--- config.mk ---
export PLATFORM = sky130hd
export DESIGN_NAME = cmq_cell
export DESIGN_NICKNAME = d
export VERILOG_FILES = /design/src/cmq_pkg.sv /design/src/cmq_cell.sv
export SDC_FILE = /design/constraint.sdc
export NUM_CORES = 1
export LEC_CHECK = 0
export ABC_AREA = 1
export CORE_AREA = 2 2 210 212
export CTS_CLUSTER_DIAMETER = 150
export DETAILED_ROUTE_END_ITERATION = 10
export DIE_AREA = 0 0 212 214
export DONT_BUFFER_PORTS = 1
export HOLD_SLACK_MARGIN = 0.15
export PLACE_DENSITY = 0.5
export SLEW_MARGIN = 10
export SYNTH_ARGS = -nofsm -noshare
export SYNTH_HDL_FRONTEND = slang
export SYNTH_SLANG_ARGS = --single-unit
--- constraint.sdc ---
create_clock -name clk -period 12.3 [get_ports clk]
set_input_delay 0 -clock clk [delete_from_list [all_inputs] [get_ports clk]]
set_output_delay 0 -clock clk [all_outputs]
set_load 0.02 [all_outputs]
--- src/cmq_pkg.sv ---
// Shared types and constants of the coalescing message queue.
// No dependencies.
`default_nettype none
package cmq_pkg;
  localparam int MSG_WORDS   = 8;
  localparam int QUEUE_DEPTH = 16;
  localparam int IDX_W       = $clog2(QUEUE_DEPTH);

  typedef logic [15:0] word_t;
  typedef logic [MSG_WORDS-1:0][15:0] msg_t;
  typedef logic [IDX_W-1:0] idx_t;

  typedef enum logic [1:0] {
    OP_NONE,
    OP_WRITE,
    OP_MERGE,
    OP_FREE
  } op_t;

  // request held steady during a scan
  typedef struct packed {
    logic  post;
    logic  is_red;
    word_t id;
    word_t window;
  } req_t;

  // slot update issued to one cell
  typedef struct packed {
    op_t         op;
    idx_t        idx;
    word_t       dest;
    logic [31:0] order;
    msg_t        words;
  } cmd_t;

  // running search result handed from cell to cell
  typedef struct packed {
    logic        act;
    logic        mfound;
    idx_t        midx;
    logic        ffound;
    idx_t        fidx;
    logic        cfound;
    idx_t        cidx;
    logic [31:0] corder;
    logic        rfound;
    idx_t        ridx;
    logic [31:0] rorder;
  } scan_t;
endpackage
`default_nettype wire

--- src/cmq_cell.sv ---
// One message slot with its share of the search chain.
// Depends on cmq_pkg.
`default_nettype none
module cmq_cell import cmq_pkg::*; #(
  parameter int IDX = 0
) (
  input  wire logic  clk,
  input  wire logic  rst,
  input  wire word_t code,
  input  wire req_t  req,
  input  wire cmd_t  cmd,
  input  wire idx_t  rd_sel,
  input  wire scan_t scan_in,
  output scan_t      scan_out,
  output msg_t       rd_words
);
  localparam idx_t MY_IDX = IDX_W'(IDX);

  logic        used;
  word_t       dest;
  logic [31:0] order;
  msg_t        words;
  scan_t       scan_next;
  logic        mine, red;

  assign mine     = used && (dest == req.id);
  assign red      = (words[0] == code);
  assign rd_words = (rd_sel == MY_IDX) ? words : '0;

  always_comb begin
    scan_next = scan_in;
    if (scan_in.act) begin
      if (req.post) begin
        if (req.is_red && mine && red && words[3] == req.window && !scan_in.mfound) begin
          scan_next.mfound = 1'b1;
          scan_next.midx   = MY_IDX;
        end
        if (!used && !scan_in.ffound) begin
          scan_next.ffound = 1'b1;
          scan_next.fidx   = MY_IDX;
        end
      end else if (mine) begin
        if (red) begin
          if (!scan_in.rfound || order < scan_in.rorder) begin
            scan_next.rfound = 1'b1;
            scan_next.ridx   = MY_IDX;
            scan_next.rorder = order;
          end
        end else if (!scan_in.cfound || order < scan_in.corder) begin
          scan_next.cfound = 1'b1;
          scan_next.cidx   = MY_IDX;
          scan_next.corder = order;
        end
      end
    end
  end

  always_ff @(posedge clk) begin
    if (rst) begin
      scan_out <= '0;
      used     <= 1'b0;
    end else begin
      scan_out <= scan_next;
      if (cmd.idx == MY_IDX) begin
        case (cmd.op)
          OP_WRITE: begin
            used  <= 1'b1;
            dest  <= cmd.dest;
            order <= cmd.order;
            words <= cmd.words;
          end
          OP_MERGE: begin
            words[7:4] <= cmd.words[7:4];
          end
          OP_FREE: begin
            used <= 1'b0;
          end
          default: begin
          end
        endcase
      end
    end
  end
endmodule
`default_nettype wire

==> impl_results.html, run 1 <==
<table>
<tr><th>Metric</th><th>Value</th></tr>
<tr><th colspan="2">Place</th></tr>
<tr><td>Port Buf Inserts</td><td>0</td></tr>
<tr><td>DP HPWL</td><td>31400 um</td></tr>
<tr><td>Routability congestion estimate</td><td>around 0.87</td></tr>
<tr><th colspan="2">Synthesis</th></tr>
<tr><td>Cell count after synthesis</td><td>approximately 1300</td></tr>
<tr><td>Cell area after synthesis</td><td>around 12000 um^2</td></tr>
<tr><td>Post-synthesis simple-gate area fraction</td><td>a little under a fifth</td></tr>
<tr><td>Post-synthesis share of cell area spent on xor and xnor gates</td><td>under 10%</td></tr>
<tr><td>Arithmetic-cell share of the synthesized area counting full adders, half adders and majority gates</td><td>6.55%</td></tr>
<tr><td>Seq/Total Area, Yosys</td><td>57.3%</td></tr>
<tr><td>Net count after synthesis</td><td>roughly 1700</td></tr>
<tr><td>Flop and latch count out of synthesis</td><td>roughly 260</td></tr>
<tr><td>Multiplexer share of the synthesized area</td><td>0%</td></tr>
<tr><td>Count of different cell masters after synthesis</td><td>36</td></tr>
<tr><td>Count of synthesis-stage warnings from yosys</td><td>0</td></tr>
<tr><td>Complex-gate fraction of the synthesized area</td><td>between 5 and 6%</td></tr>
<tr><td>Synthesized area divided by synthesized cell count</td><td>9.22 um^2</td></tr>
<tr><td>Largest family of logic cells by synthesized area</td><td>simple AND/OR/NAND/NOR gates</td></tr>
<tr><th colspan="2">Clock tree</th></tr>
<tr><td>Clock Tree Root</td><td>sky130_fd_sc_hd__clkbuf_16</td></tr>
<tr><td>H-tree levels</td><td>1</td></tr>
<tr><td>Cells resized by post-CTS repair</td><td>0</td></tr>
<tr><td>Clock buffers created by TritonCTS</td><td>31</td></tr>
<tr><td>Worst-case clock buffer depth</td><td>3</td></tr>
<tr><td>Number of hold buffers added after cts</td><td>approximately 390</td></tr>
<tr><td>Number of buffers added for setup after CTS</td><td>0</td></tr>
<tr><td>TritonCTS sink count</td><td>~260</td></tr>
<tr><th colspan="2">Status</th></tr>
<tr><td>Result of the run</td><td>aborted with a tool error</td></tr>
<tr><td>Stop Error</td><td>[ERROR RSZ-0060] Max buffer count reached.</td></tr>
<tr><td>Exit stage</td><td>clock tree synthesis</td></tr>
<tr><th colspan="2">Floorplanning</th></tr>
<tr><td>Y dimension of the die</td><td>214 um</td></tr>
<tr><td>Row count</td><td>76</td></tr>
<tr><td>Top-level port count</td><td>roughly 540</td></tr>
<tr><td>Die width</td><td>about 210 um</td></tr>
<tr><td>Starting density of the core</td><td>28.5%</td></tr>
</table>
-- per-stage QoR --
step / cells / hold slack [ps] / utilization (%) / setup WS (ps) / area [um^2]
floorplan: 1325 / 98.9 / - / 3410 / 12200
global placement: 1871 / 72.2 / 29.7 / 9490 / 12700
detailed placement: 1871 / 74.1 / 29.7 / 9460 / 12700
-- synth_stat cells --
| library cell | count | share of area [%] |
|---|---|---|
| sky130_fd_sc_hd__xor2_1 | 5 | 0.36 |
| sky130_fd_sc_hd__buf_1 | 4 | 0.12 |
| sky130_fd_sc_hd__clkbuf_1 | 19 | 0.58 |
| sky130_fd_sc_hd__inv_1 | 268 | 8.2 |
| sky130_fd_sc_hd__buf_4 | 6 | 0.37 |
| sky130_fd_sc_hd__or2_2 | 5 | 0.26 |
| sky130_fd_sc_hd__buf_2 | 8 | 0.33 |
| sky130_fd_sc_hd__nand4_2 | 1 | 0.10 |
| sky130_fd_sc_hd__nand2_1 | 169 | 5.2 |
| sky130_fd_sc_hd__o211a_1 | 1 | 0.082 |
| sky130_fd_sc_hd__nor4b_2 | 1 | 0.12 |
| sky130_fd_sc_hd__nand4_1 | 11 | 0.56 |
| sky130_fd_sc_hd__o21a_1 | 2 | 0.12 |
| sky130_fd_sc_hd__nor2_4 | 2 | 0.18 |
| sky130_fd_sc_hd__o211ai_1 | 1 | 0.061 |
| sky130_fd_sc_hd__o21ai_0 | 13 | 0.53 |
| sky130_fd_sc_hd__or4_1 | 2 | 0.12 |
| sky130_fd_sc_hd__o2111ai_1 | 1 | 0.072 |
| sky130_fd_sc_hd__a22o_1 | 1 | 0.072 |
| sky130_fd_sc_hd__nor3b_2 | 1 | 0.10 |
| sky130_fd_sc_hd__ha_1 | 64 | 6.6 |
| sky130_fd_sc_hd__nand3_1 | 80 | 3.3 |
| sky130_fd_sc_hd__a21oi_1 | 95 | 3.9 |
| sky130_fd_sc_hd__nor3_1 | 7 | 0.29 |
| sky130_fd_sc_hd__edfxtp_1 | 176 | 43 |
| sky130_fd_sc_hd__and3_1 | 9 | 0.46 |
| sky130_fd_sc_hd__nor4_1 | 2 | 0.10 |
| sky130_fd_sc_hd__o22ai_1 | 3 | 0.15 |
| sky130_fd_sc_hd__nor2_2 | 3 | 0.15 |
| sky130_fd_sc_hd__xnor2_1 | 21 | 1.5 |
| sky130_fd_sc_hd__inv_2 | 2 | 0.061 |
| sky130_fd_sc_hd__dfxtp_1 | 86 | 14 |
| sky130_fd_sc_hd__nor2_1 | 242 | 7.4 |
| sky130_fd_sc_hd__a31oi_1 | 1 | 0.051 |
| sky130_fd_sc_hd__and3b_1 | 1 | 0.072 |
| sky130_fd_sc_hd__buf_6 | 12 | 1.1 |
-- logic make-up after synthesis --
kind of cell / count (synthesis)
flip-flops: 262
AO/OA/AOI/OAI: 118
buffers and inverters: 319
AND/OR/NAND/NOR: 536
XOR/XNOR: 26
adder cells (fa/ha/maj): 64
==> run 2: changes to the inputs <==
CORE_AREA = 2 2 206 208   (was 2 2 210 212)
CTS_CLUSTER_DIAMETER = unset   (was 150)
DIE_AREA = 0 0 208 210   (was 0 0 212 214)
HOLD_SLACK_MARGIN = unset   (was 0.15)
PLACE_DENSITY = unset   (was 0.5)
PLACE_DENSITY_LB_ADDON = 0.15   (was unset)
==> impl_results.html, run 2 <==
<table>
<tr><th>Metric</th><th>Value</th></tr>
<tr><th colspan="2">Status</th></tr>
<tr><td>Result of the run</td><td>finished, final reports clean</td></tr>
<tr><th colspan="2">Critical path</th></tr>
<tr><td>Worst Setup Path Type</td><td>reg2reg</td></tr>
<tr><td>Reg2Reg Depth</td><td>12</td></tr>
<tr><td>Kind of start point of the critical path</td><td>flip-flop</td></tr>
<tr><td>Crit path arrival time</td><td>between 3000 and 4000 ps</td></tr>
<tr><td>Worst setup EP type</td><td>flip-flop</td></tr>
<tr><td>Critical path required time</td><td>around 13000 ps</td></tr>
<tr><td>Largest fanout of any net on the critical path</td><td>44</td></tr>
<tr><th colspan="2">Synthesis</th></tr>
<tr><td>Most repeated cell in the gate-level netlist after synthesis</td><td>sky130_fd_sc_hd__inv_1</td></tr>
<tr><td>Count of different cell masters after synthesis</td><td>36 (unchanged)</td></tr>
<tr><td>Count of synthesis-stage warnings from yosys</td><td>0 (unchanged)</td></tr>
<tr><td>Top cells by count, synth</td><td>268 x sky130_fd_sc_hd__inv_1, 242 x sky130_fd_sc_hd__nor2_1, 176 x sky130_fd_sc_hd__edfxtp_1</td></tr>
<tr><td>Seq/Total Area, Yosys</td><td>57.3% (unchanged)</td></tr>
<tr><td>Flop and latch count out of synthesis</td><td>262 (unchanged)</td></tr>
<tr><td>Fraction of synthesis flops using an asynchronous set or reset pin</td><td>0% (unchanged)</td></tr>
<tr><td>Cell count after synthesis</td><td>1325 (unchanged)</td></tr>
<tr><td>Most used flip-flop cell after synthesis</td><td>sky130_fd_sc_hd__edfxtp_1</td></tr>
<tr><td>Synthesized area divided by synthesized cell count</td><td>9.22 um^2 (unchanged)</td></tr>
<tr><td>Post-synth top area share</td><td>43.2% (unchanged)</td></tr>
<tr><td>Net count after synthesis</td><td>1712 (unchanged)</td></tr>
<tr><td>Cell types occupying the most area after synthesis</td><td>sky130_fd_sc_hd__edfxtp_1 43%, sky130_fd_sc_hd__dfxtp_1 14%, sky130_fd_sc_hd__inv_1 8.2%, sky130_fd_sc_hd__nor2_1 7.4%, sky130_fd_sc_hd__ha_1 6.6%</td></tr>
<tr><td>Leading area contributor after synthesis</td><td>sky130_fd_sc_hd__edfxtp_1</td></tr>
<tr><td>Post-synth EDFFs</td><td>176 (unchanged)</td></tr>
<tr><td>Cell area after synthesis</td><td>12200 um^2 (unchanged)</td></tr>
<tr><th colspan="2">Run</th></tr>
<tr><td>Max_cap viols</td><td>0</td></tr>
<tr><th colspan="2">Drt</th></tr>
<tr><td>Final ANT Viol Nets</td><td>0</td></tr>
<tr><td>WL per Instance</td><td>roughly 20 um</td></tr>
<tr><td>Number of DRC markers in iteration 0</td><td>563</td></tr>
<tr><td>Number of DRC violations after detailed routing</td><td>0</td></tr>
<tr><td>Final routed wirelength across all metal layers</td><td>approximately 42000 um</td></tr>
<tr><td>Vias per Instance</td><td>between 4 and 5</td></tr>
<tr><td>Via count of the routed design</td><td>about 9700</td></tr>
<tr><td>Number of iterations in the first detailed-routing pass</td><td>5</td></tr>
<tr><th colspan="2">Layout</th></tr>
<tr><td>Layout area overhead</td><td>35.0%</td></tr>
<tr><td>Final nets</td><td>1984</td></tr>
<tr><td>Top flop regs</td><td>words x128, scan_out x85, order x32</td></tr>
<tr><td>Final std cell area, no fill</td><td>roughly 16000 um^2</td></tr>
<tr><td>Final antenna diode count</td><td>0</td></tr>
<tr><td>Commonest non-fill, non-tap cell in the layout</td><td>sky130_fd_sc_hd__dlygate4sd3_1</td></tr>
<tr><td>Largest register FFs</td><td>~130</td></tr>
<tr><td>Commonest non-fill, non-tap cells in the layout</td><td>280 x sky130_fd_sc_hd__dlygate4sd3_1, 268 x sky130_fd_sc_hd__inv_1, 242 x sky130_fd_sc_hd__nor2_1, 176 x sky130_fd_sc_hd__edfxtp_1, 167 x sky130_fd_sc_hd__nand2_1</td></tr>
<tr><td>Register with the highest flop count</td><td>words</td></tr>
<tr><td>Share of post-route cells with drive strength above 1</td><td>4.69%</td></tr>
<tr><td>Final standard cell utilization of the core</td><td>between 30% and 40%</td></tr>
<tr><th colspan="2">Global routing</th></tr>
<tr><td>Largest net degree at the start of global routing</td><td>71</td></tr>
<tr><td>Global-route wire length before repair</td><td>between 60000 and 70000 um</td></tr>
<tr><td>Vias in the first global route</td><td>just over 10000</td></tr>
<tr><td>Global router's overall resource usage</td><td>around 19%</td></tr>
<tr><td>Initial antenna violation count</td><td>1</td></tr>
<tr><td>Remaining Overflow, GRT</td><td>0</td></tr>
<tr><th colspan="2">Clock tree</th></tr>
<tr><td>Worst-case clock buffer depth</td><td>3 (unchanged)</td></tr>
<tr><td>Clock Tree Root</td><td>sky130_fd_sc_hd__clkbuf_16</td></tr>
<tr><td>Number of buffers added for setup after CTS</td><td>0 (unchanged)</td></tr>
<tr><td>Clock buffers created by TritonCTS</td><td>31 (unchanged)</td></tr>
<tr><td>Clk_lat worst skew</td><td>a little under 600 ps</td></tr>
<tr><td>Cells resized by post-CTS repair</td><td>0 (unchanged)</td></tr>
<tr><td>Clk pin slew, worst setup/hold paths</td><td>about 60 ps</td></tr>
<tr><td>TritonCTS clock tree</td><td>yes</td></tr>
<tr><td>H-tree levels</td><td>1 (unchanged)</td></tr>
<tr><td>TritonCTS sink count</td><td>262 (unchanged)</td></tr>
<tr><th colspan="2">Power</th></tr>
<tr><td>Share of total power in sequential cells</td><td>47.6%</td></tr>
<tr><td>Power per cell area</td><td>roughly 130 nW/um^2</td></tr>
<tr><td>Combinational power share</td><td>8.2%</td></tr>
<tr><td>Power, Total</td><td>between 2 and 2.5 mW</td></tr>
<tr><td>VDD IR-drop max</td><td>approximately 0.11 mV</td></tr>
<tr><td>Clock network power share</td><td>between 40 and 50%</td></tr>
<tr><td>Leak</td><td>about 7.4 nW</td></tr>
<tr><td>Switching component of the power</td><td>just under 500 uW</td></tr>
<tr><td>Switching part of the total power</td><td>a little under a quarter</td></tr>
<tr><td>Internal cell power</td><td>roughly 1.6 mW</td></tr>
<tr><th colspan="2">Floorplanning</th></tr>
<tr><td>Row count</td><td>75 (-1.3%)</td></tr>
<tr><td>Starting density of the core</td><td>29.5% (+0.97 points)</td></tr>
<tr><td>Top-level port count</td><td>536 (unchanged)</td></tr>
<tr><td>Y dimension of the die</td><td>210 um (-1.9%)</td></tr>
<tr><td>Die width</td><td>208 um (-1.9%)</td></tr>
<tr><td>Core Footprint</td><td>41500 um^2</td></tr>
<tr><td>Die outline area</td><td>43700 um^2</td></tr>
<tr><th colspan="2">STA</th></tr>
<tr><td>Transition at the pin with the smallest max-transition slack</td><td>roughly 1000 ps</td></tr>
<tr><td>Min Tclk post-route</td><td>about 2800 ps</td></tr>
<tr><td>Highest attainable clock frequency</td><td>362 MHz</td></tr>
<tr><td>RSZ-0062 raised after global routing</td><td>false</td></tr>
<tr><td>Worst slew margin relative to its limit</td><td>between 30% and 40%</td></tr>
<tr><td>TNS Setup</td><td>0 ps</td></tr>
<tr><td>Final Setup Violations</td><td>0</td></tr>
<tr><td>Final Hold Fails</td><td>0</td></tr>
<tr><td>Max Clock Skew</td><td>approximately 36 ps</td></tr>
<tr><td>Final worst path period share</td><td>22.4%</td></tr>
<tr><td>Final-report max-slew violation count</td><td>0</td></tr>
<tr><th colspan="2">Worst hold path</th></tr>
<tr><td>Number of stages on the worst hold path</td><td>1</td></tr>
<tr><td>Classification of the worst-slack hold path</td><td>in2reg</td></tr>
<tr><th colspan="2">Place</th></tr>
<tr><td>DP HPWL</td><td>30800 um (-1.8%)</td></tr>
<tr><td>Port Buf Inserts</td><td>0 (unchanged)</td></tr>
<tr><td>Routability congestion estimate</td><td>0.831 (-4.2%)</td></tr>
<tr><td>Standard cell area after detailed placement</td><td>12700 um^2 (-0.49%)</td></tr>
</table>
-- run 2: worst paths after layout --
| check | start | end | slack [ps] |
|---|---|---|---|
| worst max-delay path | order[27]$_DFFE_PP_ | scan_out[12]$_SDFF_PP0_ | 9540 |
| worst min-delay path | cmd[47] | words[47]$_DFFE_PP_ | 40 |
| worst max register to register | order[27]$_DFFE_PP_ | scan_out[12]$_SDFF_PP0_ | 9540 |
| worst min register to register | order[0]$_DFFE_PP_ | scan_out[37]$_SDFF_PP0_ | 620 |
-- run 2: cell families (layout without fill, tap and decap cells) --
logic type               Yosys count  in the layout  share of synthesized area [%]
AO/OA/AOI/OAI                    118            118                           5.04
XOR/XNOR                          26             26                           1.86
adder cells (fa/ha/maj)           64             64                           6.55
buffers and inverters            319            615                           10.8
flip-flops                       262            262                           57.3
AND/OR/NAND/NOR                  536            536                           18.4
-- run 2: cell type report --
class	count	area [um^2]
Fill cell	4091	25000
Sequential cell	262	7010
Multi-Input combinational cell	744	3930
Timing Repair Buffer	288	2860
Inverter	270	1010
Clock buffer	42	857
Tap cell	539	674
Clock inverter	15	158
-- run 2: through the flow --
| step | setup WS (ps) | hold slack (ps) | instances |
|---|---|---|---|
| 2_1_floorplan | 3410 | 98.9 | 1325 |
| 3_3_place_gp | 9450 | 71.0 | 1823 |
| 3_5_place_dp | 9450 | 74.6 | 1823 |
| 4_1_cts | 9460 | 0.0510 | 2160 |
| 5_1_grt | 9270 | 10.3 | 2160 |
| 6_report | 9540 | 35.3 | 2160 |
-- run 2: layer usage --
| layer | track usage [%] | vias up | wire length (um) |
|---|---|---|---|
| met5 | 0 | - | 12 |
| met4 | 5.75 | 2 | 1190 |
| met3 | 4.23 | 65 | 2760 |
| met2 | 34.3 | 378 | 21900 |
| met1 | 21.3 | 4551 | 16400 |
| li1 | - | 4747 | - |
-- run 2: timing repair --
item,in CTS,in global routing
setup endpoints to repair,0,0
endpoints found under the hold margin,304,0
hold buffers,280,0
-- run 2: critical path, stage by stage, from the launching register on --
cell and delay [ps]:
sky130_fd_sc_hd__edfxtp_1 440, sky130_fd_sc_hd__ha_1 320, sky130_fd_sc_hd__a21oi_1 140, sky130_fd_sc_hd__o21ai_0 150
sky130_fd_sc_hd__nand2_1 100, sky130_fd_sc_hd__nand3_1 90, sky130_fd_sc_hd__a21oi_1 120, sky130_fd_sc_hd__nand2_1 80
sky130_fd_sc_hd__nand2_2 340, sky130_fd_sc_hd__buf_4 520, sky130_fd_sc_hd__nand3_1 130, sky130_fd_sc_hd__nand2_1 110
sky130_fd_sc_hd__nor2_1 50
-- run 2: power by group through the flow --
stage	sequential [mW]	clock, mW	combinational [mW]
floorplan	1.00	0	0.0774
finish	0.990	0.920	0.171
global route	0.991	0.981	0.189
detailed placement	1.01	0	0.0952
global placement	1.01	0	0.0941
CTS	0.990	0.947	0.172
(Power assumes the default switching activity.)
==> run 3: changes to the inputs <==
ABC_AREA = 0   (was 1)
clock period = 2.7 ns   (was 12.3 ns; I/O delays follow)
==> impl_results.html, run 3 <==
<table>
<tr><th>Metric</th><th>Value</th></tr>
<tr><th colspan="2">Drt</th></tr>
<tr><td>Vias per Instance</td><td>4.49 (-0.47%)</td></tr>
<tr><td>Number of DRC markers in iteration 0</td><td>343 (-39%)</td></tr>
<tr><td>Final ANT Viol Nets</td><td>0 (unchanged)</td></tr>
<tr><td>Final routed wirelength across all metal layers</td><td>40400 um (-4.5%)</td></tr>
<tr><td>Number of DRC violations after detailed routing</td><td>0 (unchanged)</td></tr>
<tr><td>Via count of the routed design</td><td>8014 (-18%)</td></tr>
<tr><td>Number of iterations in the first detailed-routing pass</td><td>5 (unchanged)</td></tr>
<tr><td>WL per Instance</td><td>22.6 um (+16%)</td></tr>
<tr><th colspan="2">Floorplanning</th></tr>
<tr><td>Die outline area</td><td>43700 um^2 (unchanged)</td></tr>
<tr><td>Die width</td><td>208 um (unchanged)</td></tr>
<tr><td>Y dimension of the die</td><td>210 um (unchanged)</td></tr>
<tr><td>Core Footprint</td><td>41500 um^2 (unchanged)</td></tr>
<tr><td>Starting density of the core</td><td>27.7% (-1.8 points)</td></tr>
<tr><td>Row count</td><td>75 (unchanged)</td></tr>
<tr><td>Top-level port count</td><td>536 (unchanged)</td></tr>
<tr><th colspan="2">Synthesis</th></tr>
<tr><td>Post-synth top area share</td><td>46.1% (+2.8 points)</td></tr>
<tr><td>Most repeated cell in the gate-level netlist after synthesis</td><td>sky130_fd_sc_hd__edfxtp_1</td></tr>
<tr><td>Flop and latch count out of synthesis</td><td>262 (unchanged)</td></tr>
<tr><td>Post-synth EDFFs</td><td>176 (unchanged)</td></tr>
<tr><td>Cell count after synthesis</td><td>916 (-31%)</td></tr>
<tr><td>Count of synthesis-stage warnings from yosys</td><td>0 (unchanged)</td></tr>
<tr><td>Leading area contributor after synthesis</td><td>sky130_fd_sc_hd__edfxtp_1</td></tr>
<tr><td>Net count after synthesis</td><td>1303 (-24%)</td></tr>
<tr><td>Most used flip-flop cell after synthesis</td><td>sky130_fd_sc_hd__edfxtp_1</td></tr>
<tr><td>Seq/Total Area, Yosys</td><td>61.1% (+3.7 points)</td></tr>
<tr><td>Cell area after synthesis</td><td>11500 um^2 (-6.1%)</td></tr>
<tr><td>Cell types occupying the most area after synthesis</td><td>sky130_fd_sc_hd__edfxtp_1 46%, sky130_fd_sc_hd__dfxtp_1 15%, sky130_fd_sc_hd__and2_1 7.4%, sky130_fd_sc_hd__ha_1 7.0%, sky130_fd_sc_hd__mux2i_1 5.6%</td></tr>
<tr><td>Fraction of synthesis flops using an asynchronous set or reset pin</td><td>0% (unchanged)</td></tr>
<tr><td>Top cells by count, synth</td><td>176 x sky130_fd_sc_hd__edfxtp_1, 136 x sky130_fd_sc_hd__and2_1, 111 x sky130_fd_sc_hd__nand2_1</td></tr>
<tr><td>Count of different cell masters after synthesis</td><td>48 (+33%)</td></tr>
<tr><td>Synthesized area divided by synthesized cell count</td><td>12.5 um^2 (+36%)</td></tr>
<tr><th colspan="2">Global routing</th></tr>
<tr><td>Largest net degree at the start of global routing</td><td>129 (+82%)</td></tr>
<tr><td>Global router's overall resource usage</td><td>17.7% (-0.92 points)</td></tr>
<tr><td>Vias in the first global route</td><td>8866 (-14%)</td></tr>
<tr><td>Initial antenna violation count</td><td>2 (+1)</td></tr>
<tr><td>Global-route wire length before repair</td><td>57800 um (-6.7%)</td></tr>
<tr><td>Remaining Overflow, GRT</td><td>0 (unchanged)</td></tr>
<tr><th colspan="2">STA</th></tr>
<tr><td>Worst slew margin relative to its limit</td><td>36.5% (+3.6 points)</td></tr>
<tr><td>Final-report max-slew violation count</td><td>0 (unchanged)</td></tr>
<tr><td>Highest attainable clock frequency</td><td>386 MHz (+6.5%)</td></tr>
<tr><td>Max Clock Skew</td><td>22.3 ps (-13.8 ps)</td></tr>
<tr><td>Final worst path period share</td><td>96.0% (+74 points)</td></tr>
<tr><td>Min Tclk post-route</td><td>2590 ps (-168 ps)</td></tr>
<tr><td>Transition at the pin with the smallest max-transition slack</td><td>950 ps (-55.3 ps)</td></tr>
<tr><td>Final Setup Violations</td><td>0 (unchanged)</td></tr>
<tr><td>Final Hold Fails</td><td>0 (unchanged)</td></tr>
<tr><td>RSZ-0062 raised after global routing</td><td>true</td></tr>
<tr><th colspan="2">Clock tree</th></tr>
<tr><td>Clk_lat worst skew</td><td>560 ps (-30 ps)</td></tr>
<tr><td>Clock Tree Root</td><td>sky130_fd_sc_hd__clkbuf_16</td></tr>
<tr><td>H-tree levels</td><td>1 (unchanged)</td></tr>
<tr><td>TritonCTS sink count</td><td>262 (unchanged)</td></tr>
<tr><td>TritonCTS clock tree</td><td>yes</td></tr>
<tr><td>Clk pin slew, worst setup/hold paths</td><td>60 ps (about the same)</td></tr>
<tr><td>Clock buffers created by TritonCTS</td><td>31 (unchanged)</td></tr>
<tr><td>Worst-case clock buffer depth</td><td>3 (unchanged)</td></tr>
<tr><th colspan="2">Critical path</th></tr>
<tr><td>Critical-path top delay cell</td><td>sky130_fd_sc_hd__edfxtp_1</td></tr>
<tr><td>Kind of start point of the critical path</td><td>flip-flop</td></tr>
<tr><td>Crit Reg-Reg Endpoint</td><td>scan_out[58]$_SDFF_PP0_</td></tr>
<tr><td>Worst Setup Path Type</td><td>reg2reg</td></tr>
<tr><td>Largest fanout of any net on the critical path</td><td>15 (-66%)</td></tr>
<tr><td>Ordered list of cells on the worst path</td><td>ha_4, a21o_1, a211o_1, a31oi_2, nor4b_4, a2111oi_4, buf_4, clkbuf_16, mux2i_2</td></tr>
<tr><td>Worst setup EP type</td><td>flip-flop</td></tr>
<tr><td>Reg2Reg Launch Point</td><td>order[9]$_DFFE_PP_</td></tr>
<tr><td>Critical path required time</td><td>3160 ps (-9600 ps)</td></tr>
<tr><td>Register-to-register setup slack</td><td>110 ps (-9430 ps)</td></tr>
<tr><td>Reg2Reg Depth</td><td>9 (-3)</td></tr>
<tr><td>Crit path arrival time</td><td>3060 ps (-160 ps)</td></tr>
<tr><td>Largest stage delay, worst path</td><td>460 ps (-60 ps)</td></tr>
<tr><th colspan="2">Layout</th></tr>
<tr><td>Filler instances</td><td>3951 (-3.4%)</td></tr>
<tr><td>Commonest non-fill, non-tap cells in the layout</td><td>277 x sky130_fd_sc_hd__dlygate4sd3_1, 176 x sky130_fd_sc_hd__edfxtp_1, 136 x sky130_fd_sc_hd__and2_1, 111 x sky130_fd_sc_hd__nand2_1, 86 x sky130_fd_sc_hd__dfxtp_1</td></tr>
<tr><td>Commonest non-fill, non-tap cell in the layout</td><td>sky130_fd_sc_hd__dlygate4sd3_1</td></tr>
<tr><td>Final nets</td><td>1609 (-19%)</td></tr>
<tr><td>Register with the highest flop count</td><td>words</td></tr>
<tr><td>Layout area overhead</td><td>42.1%</td></tr>
<tr><td>Final standard cell utilization of the core</td><td>39.3% (-0.47 points)</td></tr>
<tr><td>Largest register FFs</td><td>128 (unchanged)</td></tr>
<tr><td>Top flop regs</td><td>words x128, scan_out x85, order x32</td></tr>
<tr><td>Final cell count without fillers</td><td>1785 (-17%)</td></tr>
<tr><td>Share of post-route cells with drive strength above 1</td><td>8.75% (+4.1 points)</td></tr>
<tr><td>Final antenna diode count</td><td>0 (unchanged)</td></tr>
<tr><th colspan="2">Place</th></tr>
<tr><td>Routability congestion estimate</td><td>0.823 (-0.94%)</td></tr>
<tr><td>DP HPWL</td><td>29800 um (-3.3%)</td></tr>
<tr><td>Port Buf Inserts</td><td>0 (unchanged)</td></tr>
<tr><td>Count of placed standard cells including taps</td><td>1444 (-21%)</td></tr>
<tr><th colspan="2">Power</th></tr>
<tr><td>Leak</td><td>6.20 nW (-16%)</td></tr>
<tr><td>Power per cell area</td><td>580 nW/um^2 (+360%)</td></tr>
<tr><td>VDD IR-drop max</td><td>0.504 mV (+350%)</td></tr>
<tr><th colspan="2">Status</th></tr>
<tr><td>Result of the run</td><td>finished, final reports clean</td></tr>
<tr><th colspan="2">Worst hold path</th></tr>
<tr><td>Classification of the worst-slack hold path</td><td>in2reg</td></tr>
<tr><td>Startpoint of the worst hold path</td><td>rst</td></tr>
<tr><td>Hold Crit Endpoint</td><td>scan_out[48]$_SDFF_PP0_</td></tr>
<tr><td>Number of stages on the worst hold path</td><td>3 (+2)</td></tr>
<tr><th colspan="2">Run</th></tr>
<tr><td>Max_cap viols</td><td>0 (unchanged)</td></tr>
</table>
[run 3: critical path, delay by kind of cell, from the launching register on]
family | cells | cell delay (ps)
mux | 1 | 230
compound gates | 4 | 1060
buf+inv | 2 | 380
fa+ha+maj | 1 | 260
flops | 1 | 460
simple gates | 1 | 80
[run 3: layout make-up]
cell class                      count  area (um^2)  area share, %
Clock buffer                       41          833           5.11
Clock inverter                     16          176           1.08
Inverter                           66          249           1.53
Multi-Input combinational cell    554         4200           25.7
Sequential cell                   262         7010           43.0
Tap cell                          539          674           4.14
Timing Repair Buffer              307         3170           19.4
[run 3: layer usage]
| layer | share of wire (%) | track usage (%) | vias to the layer above |
|---|---|---|---|
| met5 | 0.040 | 0 | - |
| met4 | 2.1 | 4.48 | 2 |
| met3 | 6.5 | 4.11 | 53 |
| met2 | 54 | 33.6 | 335 |
| met1 | 38 | 19.8 | 3839 |
| li1 | - | - | 3785 |
[run 3: repair_timing]
action,CTS,global route
endpoints found under the setup margin,33,73
hold buffers,277,0
resized for setup,7,25
setup buffers,2,4
pin swaps,3,8
hold endpoints to repair,326,0
gates cloned,0,2
[run 3: worst max-delay path by stage]
stage / from / endpoint / slack (ps)
after CTS: order[9]$_DFFE_PP_ / scan_out[59]$_SDFF_PP0_ / 2
after floorplan: cmd[177] / words[100]$_DFFE_PP_ / 90
after detailed placement: order[2]$_DFFE_PP_ / scan_out[26]$_SDFF_PP0_ / -170
after global routing: order[5]$_DFFE_PP_ / scan_out[58]$_SDFF_PP0_ / -20
final: order[9]$_DFFE_PP_ / scan_out[58]$_SDFF_PP0_ / 110
after global placement: words[14]$_DFFE_PP_ / scan_out[26]$_SDFF_PP0_ / -120
[run 3: cell families (layout without fill, tap and decap cells)]
| group | Yosys count | count (layout) | share of synthesized area, % |
|---|---|---|---|
| adder cells (fa/ha/maj) | 64 | 64 | 6.98 |
| multiplexers | 64 | 64 | 5.58 |
| XOR/XNOR | 48 | 48 | 3.66 |
| AND/OR/NAND/NOR | 319 | 319 | 15.2 |
| buffers and inverters | 100 | 430 | 3.99 |
| AO/OA/AOI/OAI | 59 | 59 | 3.51 |
| flip-flops | 262 | 262 | 61.1 |
[run 3: power breakdown]
part           internal [mW]  switching (mW)  total (mW)
registers               4.37           0.134        4.51
logic                  0.427           0.321       0.748
clock network           2.53            1.67        4.20
total                   7.33            2.12        9.46
[run 3: metrics by stage]
stage               worst slack (ps)  power, mW  instance area (um^2)  hold WS (ps)  setup TNS (ps)
floorplan                       89.6       4.87                 11500          98.9               0
detailed placement              -166       4.98                 12300          80.0           -3270
CTS                             1.95       9.57                 16100          23.2               0
global route                   -15.1       9.79                 16300          35.2           -66.0
global placement                -123       4.98                 12300          80.5           -1460
finish                           108       9.46                 16300          43.5               0
==> run 4: changes to the inputs <==
MAX_ROUTING_LAYER = met4   (was unset)
==> impl_results.html, run 4 (synthesized netlist as in run 3, its figures left out) <==
<table>
<tr><th>Metric</th><th>Value</th></tr>
<tr><th colspan="2">Status</th></tr>
<tr><td>Result of the run</td><td>finished, final reports clean</td></tr>
<tr><th colspan="2">Place</th></tr>
<tr><td>DP HPWL</td><td>29800 um (unchanged)</td></tr>
<tr><td>Routability congestion estimate</td><td>0.835 (+1.5%)</td></tr>
<tr><td>Port Buf Inserts</td><td>0 (unchanged)</td></tr>
<tr><td>Pre-CTS setup slack</td><td>-166 ps (unchanged)</td></tr>
<tr><th colspan="2">Floorplanning</th></tr>
<tr><td>Y dimension of the die</td><td>210 um (unchanged)</td></tr>
<tr><td>Die width</td><td>208 um (unchanged)</td></tr>
<tr><td>Die outline area</td><td>43700 um^2 (unchanged)</td></tr>
<tr><td>Core Footprint</td><td>41500 um^2 (unchanged)</td></tr>
<tr><td>Row count</td><td>75 (unchanged)</td></tr>
<tr><td>Starting density of the core</td><td>27.7% (unchanged)</td></tr>
<tr><td>Top-level port count</td><td>536 (unchanged)</td></tr>
<tr><th colspan="2">Clock tree</th></tr>
<tr><td>Clock Tree Root</td><td>sky130_fd_sc_hd__clkbuf_16</td></tr>
<tr><td>TritonCTS sink count</td><td>262 (unchanged)</td></tr>
<tr><td>TritonCTS clock tree</td><td>yes</td></tr>
<tr><td>Clk pin slew, worst setup/hold paths</td><td>60 ps (about the same)</td></tr>
<tr><td>Clock buffers created by TritonCTS</td><td>31 (unchanged)</td></tr>
<tr><td>H-tree levels</td><td>1 (unchanged)</td></tr>
<tr><td>Clk_lat worst skew</td><td>560 ps (about the same)</td></tr>
<tr><td>Worst-case clock buffer depth</td><td>3 (unchanged)</td></tr>
<tr><th colspan="2">Global routing</th></tr>
<tr><td>GR met3 Demand/Resource</td><td>3.37% (-0.74 points)</td></tr>
<tr><td>Global-route wire length before repair</td><td>57600 um (-0.23%)</td></tr>
<tr><td>GR Util met1</td><td>20.3% (+0.50 points)</td></tr>
<tr><td>Largest net degree at the start of global routing</td><td>129 (unchanged)</td></tr>
<tr><td>Global router's overall resource usage</td><td>18.2% (+0.54 points)</td></tr>
<tr><td>Layer carrying the most global-route usage</td><td>met2</td></tr>
<tr><td>Vias in the first global route</td><td>8887 (+0.24%)</td></tr>
<tr><td>Initial antenna violation count</td><td>3 (+1)</td></tr>
<tr><td>Remaining Overflow, GRT</td><td>0 (unchanged)</td></tr>
<tr><td>Met2 usage</td><td>33.6% (+0.057 points)</td></tr>
<tr><th colspan="2">STA</th></tr>
<tr><td>Min Tclk post-route</td><td>2590 ps (-2.07 ps)</td></tr>
<tr><td>Final Setup Violations</td><td>0 (unchanged)</td></tr>
<tr><td>RSZ-0062 raised after global routing</td><td>true</td></tr>
<tr><td>Final-report max-slew violation count</td><td>0 (unchanged)</td></tr>
<tr><td>Worst slew margin relative to its limit</td><td>36.3% (-0.18 points)</td></tr>
<tr><td>Final Hold Fails</td><td>0 (unchanged)</td></tr>
<tr><td>Final worst path period share</td><td>95.9% (about the same)</td></tr>
<tr><td>Setup ws final</td><td>110 ps (+2.07 ps)</td></tr>
<tr><td>Transition at the pin with the smallest max-transition slack</td><td>952 ps (+2.74 ps)</td></tr>
<tr><td>Max Clock Skew</td><td>21.3 ps (-0.953 ps)</td></tr>
<tr><td>Worst hold margin</td><td>39.8 ps (-3.62 ps)</td></tr>
<tr><td>Highest attainable clock frequency</td><td>386 MHz (about the same)</td></tr>
<tr><th colspan="2">Power</th></tr>
<tr><td>Share of total power in sequential cells</td><td>47.6% (about the same)</td></tr>
<tr><td>Internal cell power</td><td>7.33 mW (about the same)</td></tr>
<tr><td>Power per cell area</td><td>580 nW/um^2 (about the same)</td></tr>
<tr><td>Switching component of the power</td><td>2.13 mW (+0.12%)</td></tr>
<tr><td>VDD IR-drop max</td><td>0.506 mV (+0.38%)</td></tr>
<tr><td>Switching part of the total power</td><td>22.5% (about the same)</td></tr>
<tr><td>Leak</td><td>6.20 nW (about the same)</td></tr>
<tr><td>Combinational power share</td><td>7.9% (about the same)</td></tr>
<tr><td>Clock network power share</td><td>44.5% (about the same)</td></tr>
<tr><td>Power, Total</td><td>9.46 mW (about the same)</td></tr>
<tr><th colspan="2">Critical path</th></tr>
<tr><td>Worst setup EP type</td><td>flip-flop</td></tr>
<tr><td>Worst Setup Path Type</td><td>reg2reg</td></tr>
<tr><td>Crit path arrival time</td><td>3050 ps (about the same)</td></tr>
<tr><td>Reg2Reg Depth</td><td>9 (unchanged)</td></tr>
<tr><td>Critical path required time</td><td>3160 ps (about the same)</td></tr>
<tr><td>Largest fanout of any net on the critical path</td><td>15 (unchanged)</td></tr>
<tr><td>Kind of start point of the critical path</td><td>flip-flop</td></tr>
<tr><th colspan="2">Layout</th></tr>
<tr><td>Final nets</td><td>1609 (unchanged)</td></tr>
<tr><td>Top flop regs</td><td>words x128, scan_out x85, order x32</td></tr>
<tr><td>Layout area overhead</td><td>42.1% (about the same)</td></tr>
<tr><td>Register with the highest flop count</td><td>words</td></tr>
<tr><td>Largest register FFs</td><td>128 (unchanged)</td></tr>
<tr><td>Commonest non-fill, non-tap cell in the layout</td><td>sky130_fd_sc_hd__dlygate4sd3_1</td></tr>
<tr><td>Final standard cell utilization of the core</td><td>39.3% (about the same)</td></tr>
<tr><td>Filler instances</td><td>3951 (unchanged)</td></tr>
<tr><td>Share of post-route cells with drive strength above 1</td><td>8.75% (unchanged)</td></tr>
<tr><td>Commonest non-fill, non-tap cells in the layout</td><td>277 x sky130_fd_sc_hd__dlygate4sd3_1, 176 x sky130_fd_sc_hd__edfxtp_1, 136 x sky130_fd_sc_hd__and2_1, 111 x sky130_fd_sc_hd__nand2_1, 86 x sky130_fd_sc_hd__dfxtp_1</td></tr>
<tr><th colspan="2">Worst hold path</th></tr>
<tr><td>Number of stages on the worst hold path</td><td>3 (unchanged)</td></tr>
<tr><td>Classification of the worst-slack hold path</td><td>in2reg</td></tr>
<tr><th colspan="2">Drt</th></tr>
<tr><td>Number of iterations in the first detailed-routing pass</td><td>4 (-1)</td></tr>
<tr><td>Final routed wirelength across all metal layers</td><td>40500 um (+0.22%)</td></tr>
<tr><td>Final ANT Viol Nets</td><td>0 (unchanged)</td></tr>
<tr><td>Number of DRC violations after detailed routing</td><td>0 (unchanged)</td></tr>
<tr><td>WL per Instance</td><td>22.6 um (+0.11%)</td></tr>
<tr><td>Number of DRC markers in iteration 0</td><td>379 (+10%)</td></tr>
<tr><td>Vias per Instance</td><td>4.47 (-0.35%)</td></tr>
<tr><td>Via count of the routed design</td><td>7995 (-0.24%)</td></tr>
<tr><th colspan="2">Run</th></tr>
<tr><td>Max_cap viols</td><td>0 (unchanged)</td></tr>
</table>
## run 4: cell types whose count changed in the layout (fill, tap and decap cells not counted)
cell / delta
sky130_fd_sc_hd__diode_2: +2
## run 4: worst max-delay path, cell delays in order, from the launching register on
cell and delay, ps:
sky130_fd_sc_hd__edfxtp_1 460, sky130_fd_sc_hd__ha_4 260, sky130_fd_sc_hd__a21o_1 150, sky130_fd_sc_hd__a211o_1 330
sky130_fd_sc_hd__a31oi_2 220, sky130_fd_sc_hd__nor4b_4 80, sky130_fd_sc_hd__a2111oi_4 360, sky130_fd_sc_hd__buf_4 180
sky130_fd_sc_hd__clkbuf_16 200, sky130_fd_sc_hd__mux2i_2 230
## run 4: worst paths after layout
path	startpoint	endpoint	slack (ps)
min reg2reg	order[31]$_DFFE_PP_	scan_out[68]$_SDFF_PP0_	630
max reg2reg	order[9]$_DFFE_PP_	scan_out[58]$_SDFF_PP0_	110
min	rst	scan_out[48]$_SDFF_PP0_	40
max	order[9]$_DFFE_PP_	scan_out[58]$_SDFF_PP0_	110
## run 4: area by class of cell
cell class | count | area (um^2) | share of cell area, %
sequential | 262 | 7010 | 43.0
multi-input combinational | 554 | 4200 | 25.7
timing repair buffer | 307 | 3170 | 19.4
clock buffer | 41 | 833 | 5.11
tap | 539 | 674 | 4.14
inverter | 66 | 249 | 1.53
clock inverter | 16 | 176 | 1.08
antenna | 2 | 5.00 | 0.0307
## run 4: through the flow
stage | instances | cell area [um^2] | setup TNS [ps]
5_1_grt | 1787 | 16300 | -65.5
3_3_place_gp | 1444 | 12300 | -1460
2_1_floorplan | 916 | 11500 | 0
6_report | 1787 | 16300 | 0
4_1_cts | 1780 | 16100 | 0
3_5_place_dp | 1444 | 12300 | -3270
## run 4: timing repair
| action | CTS | global route |
|---|---|---|
| setup buffers | 2 | 4 |
| endpoints found under the hold margin | 326 | 0 |
| hold buffers | 277 | 0 |
| gates cloned | 0 | 2 |
| gates resized for setup | 7 | 25 |
| endpoints found under the setup margin | 33 | 73 |
| pin swaps | 3 | 8 |
## run 4: power by group through the flow
stage / Sequential, mW / Combinational (mW) / Clock [mW]
floorplan: 4.57 / 0.303 / 0
global placement: 4.60 / 0.385 / 0
detailed placement: 4.59 / 0.386 / 0
CTS: 4.51 / 0.742 / 4.32
global route: 4.51 / 0.821 / 4.46
finish: 4.51 / 0.748 / 4.20
## run 4: metal layers
| metal | vias up | wire, um |
|---|---|---|
| li1 | 3790 | - |
| met1 | 3830 | 15600 |
| met2 | 328 | 21700 |
| met3 | 47 | 2310 |
| met4 | 0 | 812 |
| met5 | - | 0 |
